## src/design/mbp_pkg.sv

```systemverilog
package mbp_pkg;

  // Item opcodes
  localparam logic [1:0] OP_WRITE    = 2'd0;
  localparam logic [1:0] OP_ALIGN    = 2'd1;
  localparam logic [1:0] OP_CLEAR    = 2'd2;
  localparam logic [1:0] OP_RESERVED = 2'd3;

  localparam int BYTE_BITS           = 8;
  localparam int MAX_FIELD_BITS      = 64;
  localparam int BYTES_PER_JOB       = 8;
  localparam int SHOWN_TOTAL_WIDTH   = 32;
  localparam int TOTAL_WIDTH_DEFAULT = 32;
  localparam int JOB_QUEUE_DEPTH     = 2;

  // One decoded item: up to eight finished bytes, first byte in the top lane
  typedef struct packed {
    logic [MAX_FIELD_BITS-1:0]    bytes;
    logic [2:0]                   last_idx;
    logic [SHOWN_TOTAL_WIDTH-1:0] total;
  } job_t;

endpackage

```

## src/design/mbp_front.sv

```systemverilog
module mbp_front #(
  parameter int TOTAL_COUNT_WIDTH = mbp_pkg::TOTAL_WIDTH_DEFAULT
) (
  input  logic                clk,
  input  logic                rst,
  input  logic                push,
  input  logic                queue_full,
  input  logic [1:0]          opcode,
  input  logic [63:0]         value,
  input  logic [6:0]          bit_count,
  output mbp_pkg::job_t       job,
  output logic                job_valid
);
  import mbp_pkg::*;

  logic [6:0]                   pending_bits, pending_bits_next;
  logic [2:0]                   pending_count, pending_count_next;
  logic [TOTAL_COUNT_WIDTH-1:0] total_bits, total_bits_next;

  logic                         accept;
  logic [6:0]                   count_sat;
  logic [63:0]                  value_al;
  logic [7:0]                   pend_al;
  logic [71:0]                  stream;
  logic [6:0]                   run_len;
  logic [3:0]                   nbytes;
  logic [2:0]                   rem_count;
  logic [7:0]                   rem_byte;
  logic [7:0]                   rem_shifted;
  logic [3:0]                   pad;

  assign accept = push && !queue_full;

  // Line up pending bits and the new field, MSB first, in one 72-bit word
  always_comb begin
    count_sat   = (bit_count > 7'd64) ? 7'd64 : bit_count;
    value_al    = value << (7'd64 - count_sat);
    pend_al     = {pending_bits, 1'b0} << (3'd7 - pending_count);
    stream      = {pend_al, 64'd0} | ({value_al, 8'd0} >> pending_count);
    run_len     = {4'd0, pending_count} + count_sat;
    nbytes      = run_len[6:3];
    rem_count   = run_len[2:0];
    rem_byte    = 8'd0;
    for (int k = 0; k <= BYTES_PER_JOB; k++) begin
      if (nbytes == 4'(k)) rem_byte = stream[71-8*k -: 8];
    end
    rem_shifted = rem_byte >> (4'd8 - {1'b0, rem_count});
    pad         = 4'd8 - {1'b0, pending_count};
  end

  // Next state and the job handed to the queue
  always_comb begin
    pending_bits_next  = pending_bits;
    pending_count_next = pending_count;
    total_bits_next    = total_bits;
    job.bytes          = stream[71:8];
    job.last_idx       = 3'(nbytes - 4'd1);
    job_valid          = 1'b0;
    unique case (opcode)
      OP_WRITE: begin
        pending_bits_next  = rem_shifted[6:0];
        pending_count_next = rem_count;
        total_bits_next    = total_bits + TOTAL_COUNT_WIDTH'(count_sat);
        job_valid          = accept && (nbytes != 4'd0);
      end
      OP_ALIGN: begin
        if (pending_count != 3'd0) begin
          pending_bits_next  = 7'd0;
          pending_count_next = 3'd0;
          total_bits_next    = total_bits + TOTAL_COUNT_WIDTH'(pad);
          job.bytes          = {pend_al, 56'd0};
          job.last_idx       = 3'd0;
          job_valid          = accept;
        end
      end
      OP_CLEAR: begin
        pending_bits_next  = 7'd0;
        pending_count_next = 3'd0;
        total_bits_next    = '0;
      end
      default: ;
    endcase
    job.total = SHOWN_TOTAL_WIDTH'(total_bits_next);
  end

  // Packer state advances on each input transfer
  always_ff @(posedge clk) begin
    if (rst) begin
      pending_bits  <= 7'd0;
      pending_count <= 3'd0;
      total_bits    <= '0;
    end else if (accept) begin
      pending_bits  <= pending_bits_next;
      pending_count <= pending_count_next;
      total_bits    <= total_bits_next;
    end
  end

endmodule

```

## src/design/mbp_fifo.sv

```systemverilog
module mbp_fifo #(
  parameter int DEPTH = mbp_pkg::JOB_QUEUE_DEPTH
) (
  input  logic          clk,
  input  logic          rst,
  input  logic          wr_en,
  input  mbp_pkg::job_t wr_job,
  output logic          full,
  input  logic          rd_en,
  output mbp_pkg::job_t rd_job,
  output logic          rd_valid
);
  import mbp_pkg::*;

  localparam int PTR_W = (DEPTH > 1) ? $clog2(DEPTH) : 1;
  localparam int CNT_W = $clog2(DEPTH + 1);

  job_t             mem [DEPTH];
  logic [PTR_W-1:0] wr_ptr, rd_ptr;
  logic [CNT_W-1:0] count;
  logic             do_wr, do_rd;

  assign full     = (count == CNT_W'(DEPTH));
  assign rd_valid = (count != '0);
  assign rd_job   = mem[rd_ptr];
  assign do_wr    = wr_en && !full;
  assign do_rd    = rd_en && rd_valid;

  // Job storage
  always_ff @(posedge clk) begin
    if (do_wr) mem[wr_ptr] <= wr_job;
  end

  // Pointers and fill count
  always_ff @(posedge clk) begin
    if (rst) begin
      wr_ptr <= '0;
      rd_ptr <= '0;
      count  <= '0;
    end else begin
      if (do_wr) wr_ptr <= (wr_ptr == PTR_W'(DEPTH - 1)) ? '0 : wr_ptr + 1'b1;
      if (do_rd) rd_ptr <= (rd_ptr == PTR_W'(DEPTH - 1)) ? '0 : rd_ptr + 1'b1;
      if (do_wr && !do_rd)      count <= count + 1'b1;
      else if (do_rd && !do_wr) count <= count - 1'b1;
    end
  end

endmodule

```

## src/design/mbp_back.sv

```systemverilog
module mbp_back (
  input  logic          clk,
  input  logic          rst,
  input  mbp_pkg::job_t head,
  input  logic          head_valid,
  output logic          head_done,
  input  logic          pop,
  output logic          empty,
  output logic [7:0]    out_byte,
  output logic          last_of_run,
  output logic [31:0]   bits_total
);
  import mbp_pkg::*;

  logic [2:0] idx;
  logic [2:0] lane;
  logic       xfer;

  // Pick the current byte of the head job, first byte in the top lane
  assign lane        = ~idx;
  assign out_byte    = head.bytes[{lane, 3'b000} +: 8];
  assign last_of_run = (idx == head.last_idx);
  assign bits_total  = head.total;
  assign empty       = !head_valid;
  assign xfer        = pop && head_valid;
  assign head_done   = xfer && last_of_run;

  // Byte index within the head job
  always_ff @(posedge clk) begin
    if (rst) begin
      idx <= 3'd0;
    end else if (xfer) begin
      idx <= last_of_run ? 3'd0 : idx + 3'd1;
    end
  end

endmodule

```

## src/design/msb_first_bit_packer_unit.sv

```systemverilog
// A byte caused by an input transfer is registered in the job queue and reaches the result
// ports once the jobs ahead of it drain. Throughput: one input item per cycle while the
// two-entry job queue has room; the result side moves one byte per cycle while pop is high,
// so an item of n bytes (up to 8 for a full 64-bit write) holds it until all n are popped.
// Reset: synchronous rst clears pending bits, the running bit count and the job queue.
module msb_first_bit_packer_unit #(
  parameter int TOTAL_COUNT_WIDTH = mbp_pkg::TOTAL_WIDTH_DEFAULT
) (
  input  logic        clk,
  input  logic        rst,
  input  logic        push,
  output logic        full,
  input  logic [1:0]  opcode,
  input  logic [63:0] value,
  input  logic [6:0]  bit_count,
  output logic        empty,
  input  logic        pop,
  output logic [7:0]  out_byte,
  output logic        last_of_run,
  output logic [31:0] bits_total
);
  import mbp_pkg::*;

  job_t job, head;
  logic job_valid, queue_full, head_valid, head_done;

  assign full = queue_full;

  // Front: decode items and build byte jobs
  mbp_front #(.TOTAL_COUNT_WIDTH(TOTAL_COUNT_WIDTH)) u_front (
    .clk        (clk),
    .rst        (rst),
    .push       (push),
    .queue_full (queue_full),
    .opcode     (opcode),
    .value      (value),
    .bit_count  (bit_count),
    .job        (job),
    .job_valid  (job_valid)
  );

  // Job queue between the two sides
  mbp_fifo #(.DEPTH(JOB_QUEUE_DEPTH)) u_fifo (
    .clk      (clk),
    .rst      (rst),
    .wr_en    (job_valid),
    .wr_job   (job),
    .full     (queue_full),
    .rd_en    (head_done),
    .rd_job   (head),
    .rd_valid (head_valid)
  );

  // Back: drain each job a byte at a time
  mbp_back u_back (
    .clk         (clk),
    .rst         (rst),
    .head        (head),
    .head_valid  (head_valid),
    .head_done   (head_done),
    .pop         (pop),
    .empty       (empty),
    .out_byte    (out_byte),
    .last_of_run (last_of_run),
    .bits_total  (bits_total)
  );

  // A job is only offered when the queue has room
  a_push_room: assert property (@(posedge clk) disable iff (rst)
    job_valid |-> !queue_full)
    else $error("job pushed into a full queue");

  // A clear never produces bytes
  a_clear_silent: assert property (@(posedge clk) disable iff (rst)
    (push && !full && opcode == OP_CLEAR) |-> !job_valid)
    else $error("clear produced a job");

  // Within a run the next byte follows at once with the same bit count
  a_run_cont: assert property (@(posedge clk) disable iff (rst)
    (pop && !empty && !last_of_run) |=> (!empty && $stable(bits_total)))
    else $error("run broken before its last byte");

endmodule

```

## config.mk

```make
export PLATFORM = sky130hd
export DESIGN_NAME = msb_first_bit_packer_unit
export DESIGN_NICKNAME = d
export VERILOG_FILES = /design/src/design/mbp_pkg.sv /design/src/design/mbp_front.sv /design/src/design/mbp_fifo.sv /design/src/design/mbp_back.sv /design/src/design/msb_first_bit_packer_unit.sv
export SDC_FILE = /design/constraint.sdc
export NUM_CORES = 1
export LEC_CHECK = 0
export BUFFER_PORTS_ARGS = -buffer_cell sky130_fd_sc_hd__buf_2
export CORE_ASPECT_RATIO = 0.9
export CORE_MARGIN = 2
export CORE_UTILIZATION = 49
export DETAILED_ROUTE_END_ITERATION = 10
export PLACE_DENSITY = 0.71
export SLEW_MARGIN = 20
export SYNTH_ARGS = -nofsm -noshare
export SYNTH_HDL_FRONTEND = slang
export SYNTH_SLANG_ARGS = --single-unit
```

## constraint.sdc

```tcl
create_clock -name clk -period 14.6 [get_ports clk]
set_input_delay 1.46 -clock clk [delete_from_list [all_inputs] [get_ports clk]]
set_output_delay 1.46 -clock clk [all_outputs]
set_load 0.03 [all_outputs]
```

==> results.md, run 1 <==
- Worst R2R Setup Slack: roughly 9.0 ns
- Largest net degree at the start of global routing: around 70
- Final min period: between 9 and 10 ns
- Clock Skew: 0.0163 ns
- Final nets: 2690
- Simple-gate share of the synthesized area: 0.201
- Initial detailed-routing violation count: 3827
- Final Hold Viols: 0
- Hold_sp: u_front.pending_bits[6]
- Area of the core: around 46000 um2
- Reg-to-Reg Start: u_front.pending_count[0]
- First-pass GRT wire length: about 150 mm
- RR Endpoint: u_front.total_bits[25]
- Max Cap Viol: 0
- Hold WS: 0.481 ns
- Leakage dissipation: 8.93 nW
- Combinational group share of total power: 0.373
- Vias: 23700
- Synth warn: 0
- XOR/XNOR share of the synthesized area: 0.0107
- Avg WL per Cell: 31.0 um
- Antenna Cells: 0
- Cts bufs inserted: 26
- Post-DP HPWL: ~74 mm
- TritonCTS clock tree: built
- Setup total negative slack: 0 ns
- HP Class: reg -> reg
- Clock share of power: 0.282
- Setup crit start: bit_count[6]
- Initial core utilization: 0.493
- CTS Sinks: 248
- Worst EP arrival: slightly above 10 ns
- Cell Area, Synth: approximately 23000 um2
- Share of cells above drive strength 1: 0.172
- CTS max path bufs: 3
- GRT overflow: 0
- Top FF cell, synth: edfxtp_1
- Adder-cell share of the synthesized area: 0.0169
- Internal: roughly 1.5 mW
- Drt pass-1 iters: 8
- Pins over their slew limit: 0
- Initial antenna violation count: 0
- R2R depth: 18
- Placed Instances: 3172
- Slew @ Worst Pin: around 1.1 ns
- DR vias/cell: approximately 7.4
- Clk pin slew, worst setup/hold paths: 0.06 ns
- Final core utilization: 0.532
- DIE WIDTH: 232 um
- Fillers: 4300
- CP endpoint kind: flop
- Switching power total: 895 uW
- FMAX: 0.104 GHz
- Syn avg cell area: 8.87 um2
- Postcts setup bufs: 0
- Post-synth EDFFs: between 150 and 200
- Cts repair resizes: 0
- Seq pwr share: 0.345
- Post-synthesis mux area share: 0.168
- Post-Synthesis Cells: 2576
- Rows: 75
- Gp weighted congestion: around 1.1
- DRT antenna net count: 0
- Io pins: 120
- Sw frac: 0.382
- Synth Net Count: between 2000 and 3000
- Area Growth Syn to Fin: 7.97%
- Compound-Gate Fraction of Synth Area: 0.249
- # hold bufs at CTS: 0
- Total track usage: 0.404
- Hold path cells: 2
- Port Buf Inserts: around 120
- Final cell count without fillers: 3220
- Flops & latches, synth: 248
- Placed instance area: roughly 24000 um2
- Finished Cell Area: roughly 25000 um2
- Die height: 209 um
- Worst-Skew Late Latency: 0.55 ns
- Status: completed
- Drt drc: 0
- Crit path max fanout: 71
- Worst slew margin: 0.241
- Vias in the first global route: 22300
- Final Cycle Share: 0.662
- Seq/Total Area, Yosys: 0.304
- Synth unique cells: ~110
- RSZ-0062 raised after global routing: no
- WL final: 99.8 mm
- Largest family of logic cells by synthesized area: compound AO/OA/AOI/OAI gates
- Worst IR drop on VDD: a little over 0.0001 V
- Sink of the worst hold path: u_front.pending_bits[6]
- Post-synth ARST share: 0
- Worst Path Required: 15.07 ns
- Startpoint types: input port
- Final setup viols: 0
- H-tree levels: 1
- Clock Tree Root: clkbuf_16
- Most frequent cells in the layout: 273 x nand2_1, 266 x nor2_1, 198 x edfxtp_1, 142 x mux2i_1, 140 x a21oi_1
- Commonest non-fill, non-tap cell in the layout: nand2_1
- Die area: 48400 um2
- CP Class: in -> reg
- Pwr Density: 95.1 nW/um2
-- layout make-up --
| cell class | instances | area (um2) | share of cell area |
|---|---|---|---|
| clock buffers | 30 | 697 | 0.0282 |
| clock inverters | 18 | 154 | 0.00624 |
| inverters | 42 | 158 | 0.00639 |
| multi-input cells | 2080 | 14800 | 0.601 |
| flip-flops and latches | 248 | 6950 | 0.282 |
| well taps | 616 | 771 | 0.0312 |
| repair buffers | 186 | 1100 | 0.0446 |
-- worst max-delay path, cell delays in order --
cell	delay, ns
buf_2	0.34
buf_4	0.69
nor2b_2	0.08
buf_4	0.28
inv_2	0.09
buf_4	0.52
ha_4	0.69
buf_4	0.62
xor2_4	0.16
buf_4	0.47
mux4_2	0.37
nor3_1	0.07
a221oi_2	0.81
o221ai_1	0.68
o32a_1	0.42
and2_1	0.19
o2bb2ai_1	0.31
mux2i_1	0.24
a222oi_1	0.56
o311ai_2	0.16
a22o_1	0.31
or3_1	0.31
a21oi_1	0.14
-- registers in the layout, summed over array words and instances, names as in the netlist, named ones only --
name                   flops
u_front.pending_bits       7
u_front.pending_count      3
u_fifo.mem               198
u_fifo.count               2
u_fifo.rd_ptr              1
u_fifo.wr_ptr              1
u_front.total_bits        32
u_back.idx                 3
-- cells by family (layout without fill, tap and decap cells) --
| family | Yosys count | count (layout) |
|---|---|---|
| compound gates | 783 | 783 |
| xor+xnor | 25 | 25 |
| buf+inv | 248 | 276 |
| flops | 248 | 248 |
| fa+ha+maj | 29 | 29 |
| mux | 292 | 292 |
| simple gates | 951 | 951 |
-- power by group through the flow --
stage	Sequential [mW]	Combinational (mW)	Clock, mW
4_1_cts	0.810	0.832	0.669
6_report	0.810	0.875	0.661
3_5_place_dp	0.825	0.828	0
5_1_grt	0.812	0.905	0.696
3_3_place_gp	0.823	0.828	0
2_1_floorplan	0.821	0.540	0
-- stage by stage --
stage	setup slack [ns]	power, mW
3_5_place_dp	4.90	1.65
4_1_cts	5.43	2.31
6_report	4.94	2.35
5_1_grt	4.86	2.41
2_1_floorplan	3.08	1.36
3_3_place_gp	4.94	1.65
-- cells in the mapped netlist, drive strengths merged, types with 16 or more instances --
cell / count / area share
clkbuf: 114 / 0.019
a32oi: 29 / 0.011
o211ai: 39 / 0.013
buf: 92 / 0.025
nand4: 26 / 0.0071
o22ai: 45 / 0.012
nor3: 87 / 0.020
o21a: 16 / 0.0053
edfxtp: 198 / 0.26
nand2: 273 / 0.045
mux4: 65 / 0.064
dfxtp: 50 / 0.044
or3: 18 / 0.0051
o22a: 16 / 0.0061
inv: 37 / 0.0061
o221ai: 22 / 0.0087
ha: 26 / 0.014
a31oi: 26 / 0.0071
a22o: 17 / 0.0065
nand2b: 18 / 0.0049
nand3b: 17 / 0.0056
mux2: 85 / 0.042
mux2i: 142 / 0.062
a221oi: 27 / 0.011
and3: 32 / 0.0088
nor2: 271 / 0.045
nor4: 24 / 0.0068
nand3: 74 / 0.017
nor2b: 25 / 0.0068
a21oi: 140 / 0.031
o31ai: 24 / 0.0095
a21o: 18 / 0.0059
a22oi: 47 / 0.016
xnor2: 16 / 0.0065
o21ai: 116 / 0.025
a211oi: 45 / 0.015
and2: 36 / 0.0099
-- layer usage --
| metal | global-route usage | share of wire | vias up |
|---|---|---|---|
| met2 | 0.596 | 0.43 | 1805 |
| met5 | 0 | 0 | - |
| li1 | - | - | 10100 |
| met4 | 0.121 | 0.037 | 0 |
| met3 | 0.123 | 0.14 | 274 |
| met1 | 0.568 | 0.40 | 11600 |
-- worst max path at each step --
stage / slack [ns] / end / cells after the start
after floorplan: 3.08 / u_fifo.mem[0][0] / 19
after global placement: 4.94 / u_front.pending_bits[0] / 23
after detailed placement: 4.90 / u_front.pending_bits[6] / 23
after CTS: 5.43 / u_front.pending_bits[6] / 23
after global routing: 4.86 / u_front.pending_bits[6] / 23
final: 4.94 / u_front.pending_bits[6] / 23
Power figures use the tool's default switching activity.
==> run 2, diff against run 1 <==
- ABC_AREA: default -> 1
- PLACE_DENSITY: 0.71 -> 0.74
- clock period: 14.6 -> 7.8 ns (I/O delays scaled with it)
==> run 2 against run 1 <==
Compared with the run above: register-to-register slack worse by 6.8 ns; sequential share of layout area increased by 3.8 points; clock skew rose by 0.0061 ns; critical path type unchanged; largest power group is now sequential cells.
==> results.md, run 2 <==
- Clock Tree Root: clkbuf_16
- Reg-to-Reg Start: u_front.pending_count[0]
- Worst path bufs/invs: 5 (-2)
- DIE WIDTH: 218 um (-6.1%)
- CP endpoint kind: flop
- Clock Skew: 0.0225 ns (+0.00613 ns)
- Synth area leaders: edfxtp_1 30%, nand3_1 21%, nand2_1 11%
- Slowest stage cell, crit path: inv_2
- Pwr Density: 186 nW/um2 (+95%)
- Seq/Total Area, Yosys: 0.345 (+0.0414)
- Cell Area, Synth: 20100 um2 (-12%)
- Area of the core: 40600 um2 (-13%)
- Initial antenna violation count: 0 (unchanged)
- Crit path max fanout: 71 (unchanged)
- Fillers: 3951 (-8.1%)
- TritonCTS clock tree: built
- Hold WS: 0.472 ns (-0.00818 ns)
- Rows: 70 (-6.7%)
- Final min period: 5.67 ns
- Slew @ Worst Pin: 1.10 ns (-0.0284 ns)
- Worst slew margin: 0.265 (+0.0237)
- GRT overflow: 0 (unchanged)
- Drt drc: 0 (unchanged)
- WL final: 68.0 mm (-32%)
- Worst IR drop on VDD: 0.000155 V (+49%)
- Antenna Cells: 0 (unchanged)
- Worst R2R Setup Slack: 2.22 ns (-6.75 ns)
- Gp weighted congestion: 1.01 (-6.0%)
- # hold bufs at CTS: 0 (unchanged)
- Max reg flops: 198 (unchanged)
- Top FF cell, synth: edfxtp_1
- Initial core utilization: 0.496 (+0.00299)
- Initial detailed-routing violation count: 2771 (-28%)
- Post-DP HPWL: 50.1 mm (-32%)
- Vias in the first global route: 19200 (-14%)
- Synth Net Count: 3065 (+14%)
- RSZ-0062 raised after global routing: no
- Hold path cells: 2 (unchanged)
- CTS Sinks: 248 (unchanged)
- Top-count cell post-synth: nand3_1
- Leakage dissipation: 8.93 nW (about the same)
- Commonest non-fill, non-tap cell in the layout: nand3_1
- Post-synth top cells: 853 x nand3_1, 591 x nand2_1, 276 x inv_1
- Top Registers: u_fifo.mem (198), u_front.total_bits (32), u_front.pending_bits (7)
- Cts bufs inserted: 25 (-3.8%)
- Worst EP arrival: 6.15 ns (-3.98 ns)
- Sink of the worst hold path: u_front.pending_bits[6]
- Synth warn: 0 (unchanged)
- Slowest stage delay, CP: 0.74 ns (-0.07 ns)
- Share of cells above drive strength 1: 0.0920 (-0.0804)
- Postcts setup bufs: 0 (unchanged)
- Vias: 21300 (-10%)
- Pins over their slew limit: 0 (unchanged)
- FMAX: 0.176 GHz
- Post-Synthesis Cells: 2959 (+15%)
- Final nets: 3053 (+13%)
- R2R depth: 27 (+9)
- DRT antenna net count: 0 (unchanged)
- Hold_sp: u_front.pending_bits[6]
- Die height: 196 um (-6.1%)
- Max Cap Viol: 0 (unchanged)
- Die area: 42700 um2 (-12%)
- Largest net degree at the start of global routing: 73 (+1.4%)
- Status: completed
- Syn avg cell area: 6.80 um2 (-23%)
- RR Endpoint: u_front.pending_bits[0]
- First-pass GRT wire length: 106 mm (-28%)
- HP Class: reg -> reg
- H-tree levels: 1 (unchanged)
- Startpoint types: input port
- Flops & latches, synth: 248 (unchanged)
- CTS max path bufs: 3 (unchanged)
- Total track usage: 0.314 (-0.0901)
- Port Buf Inserts: 119 (unchanged)
- Clk pin slew, worst setup/hold paths: 0.07 ns (about the same)
- Post-synth ARST share: 0 (unchanged)
- Synth area leader: edfxtp_1
- Crit path top cell by count: nand2_1
- Area Growth Syn to Fin: 8.01% (about the same)
- Avg WL per Cell: 19.4 um (-37%)
- Worst Path Required: 8.28 ns (-6.79 ns)
- Final setup viols: 0 (unchanged)
- Final Cycle Share: 0.727
- Top Family by Delay on Critical Path: simple AND/OR/NAND/NOR gates
- Drt pass-1 iters: 8 (unchanged)
- Io pins: 120 (unchanged)
- CP Class: in -> reg
- Largest Register: u_fifo.mem
- Cts repair resizes: 0 (unchanged)
- Synth unique cells: 54 (-53%)
- DR vias/cell: 6.08 (-18%)
- Post-synth EDFFs: 198 (unchanged)
- Yosys top cell area share: 0.296 (+0.0355)
- Final Hold Viols: 0 (unchanged)
- Setup total negative slack: 0 ns (unchanged)
- Worst-Skew Late Latency: 0.55 ns (about the same)
- Most frequent cells in the layout: 853 x nand3_1, 591 x nand2_1, 275 x inv_1, 198 x edfxtp_1, 190 x nor2_1
-- run 2: changes by cell type in the layout (fill, tap and decap cells not counted), moves of 30 or more --
cell	change
o22ai_1	-40
and2_1	-35
and3_1	-31
nand3_1	+782
nor2_1	-76
a22oi_1	-39
nand2_1	+318
nor3_1	-57
o21ai_0	+30
mux4_2	-65
mux2_2	-46
buf_4	-40
mux2i_1	-100
inv_1	+242
-- run 2: worst max-delay path by stage --
| stage | cells past startpoint | endpoint | from | slack [ns] |
|---|---|---|---|---|
| final | 31 | u_front.pending_bits[0] | bit_count[2] | 2.13 |
| after global routing | 29 | u_front.pending_bits[0] | bit_count[2] | 1.61 |
| after CTS | 31 | u_front.pending_bits[0] | bit_count[1] | 2.31 |
| after detailed placement | 31 | u_front.pending_bits[0] | bit_count[1] | 1.74 |
| after global placement | 31 | u_front.pending_bits[0] | bit_count[1] | 1.77 |
| after floorplan | 18 | u_fifo.mem[1][0] | bit_count[1] | 1.50 |
-- run 2: logic make-up after synthesis --
family / count (synthesis) / share of synthesized area
AND/OR/NAND/NOR: 1709 / 0.382
AO/OA/AOI/OAI: 406 / 0.115
multiplexers: 74 / 0.0388
adder cells (fa/ha/maj): 29 / 0.0192
buffers and inverters: 483 / 0.0946
XOR/XNOR: 10 / 0.00473
flip-flops: 248 / 0.345
-- run 2: stage by stage --
stage	total power, mW	cell area [um2]	worst slack (ns)	std cells	utilization
6_report	4.04	21700	2.13	3506	0.536
4_1_cts	4.02	21700	2.31	3506	0.536
2_1_floorplan	2.41	20100	1.50	2959	-
3_3_place_gp	2.75	20800	1.77	3460	0.514
3_5_place_dp	2.76	20800	1.74	3460	0.514
5_1_grt	4.24	21700	1.61	3506	0.536
-- run 2: final cells by class --
cell class              instances  area (um2)  share of cell area
repair buffers                145         791              0.0364
multi-input cells            2228       11300               0.520
flip-flops and latches        248        6950               0.320
clock buffers                  26         629              0.0290
well taps                     540         676              0.0311
inverters                     299        1120              0.0517
clock inverters                20         245              0.0113
-- run 2: power breakdown --
part	leakage, nW	switching [mW]	internal, mW
combinational	6.27	0.894	0.337
sequential	2.22	0.0354	1.51
clock	0.434	0.504	0.758
total	8.93	1.43	2.60
-- run 2: metal layers --
layer,track usage,vias up,part of all wire
met5,0,-,0
met4,0.0850,0,0.029
met3,0.0705,138,0.10
met2,0.467,1102,0.43
met1,0.456,9883,0.44
li1,-,10200,-
-- run 2: worst min-delay path: cells and delay by family (launching register included) --
| family | cells | cell delay (ns) |
|---|---|---|
| simple gates | 1 | 0.06 |
| flops | 1 | 0.31 |
| compound gates | 1 | 0.06 |
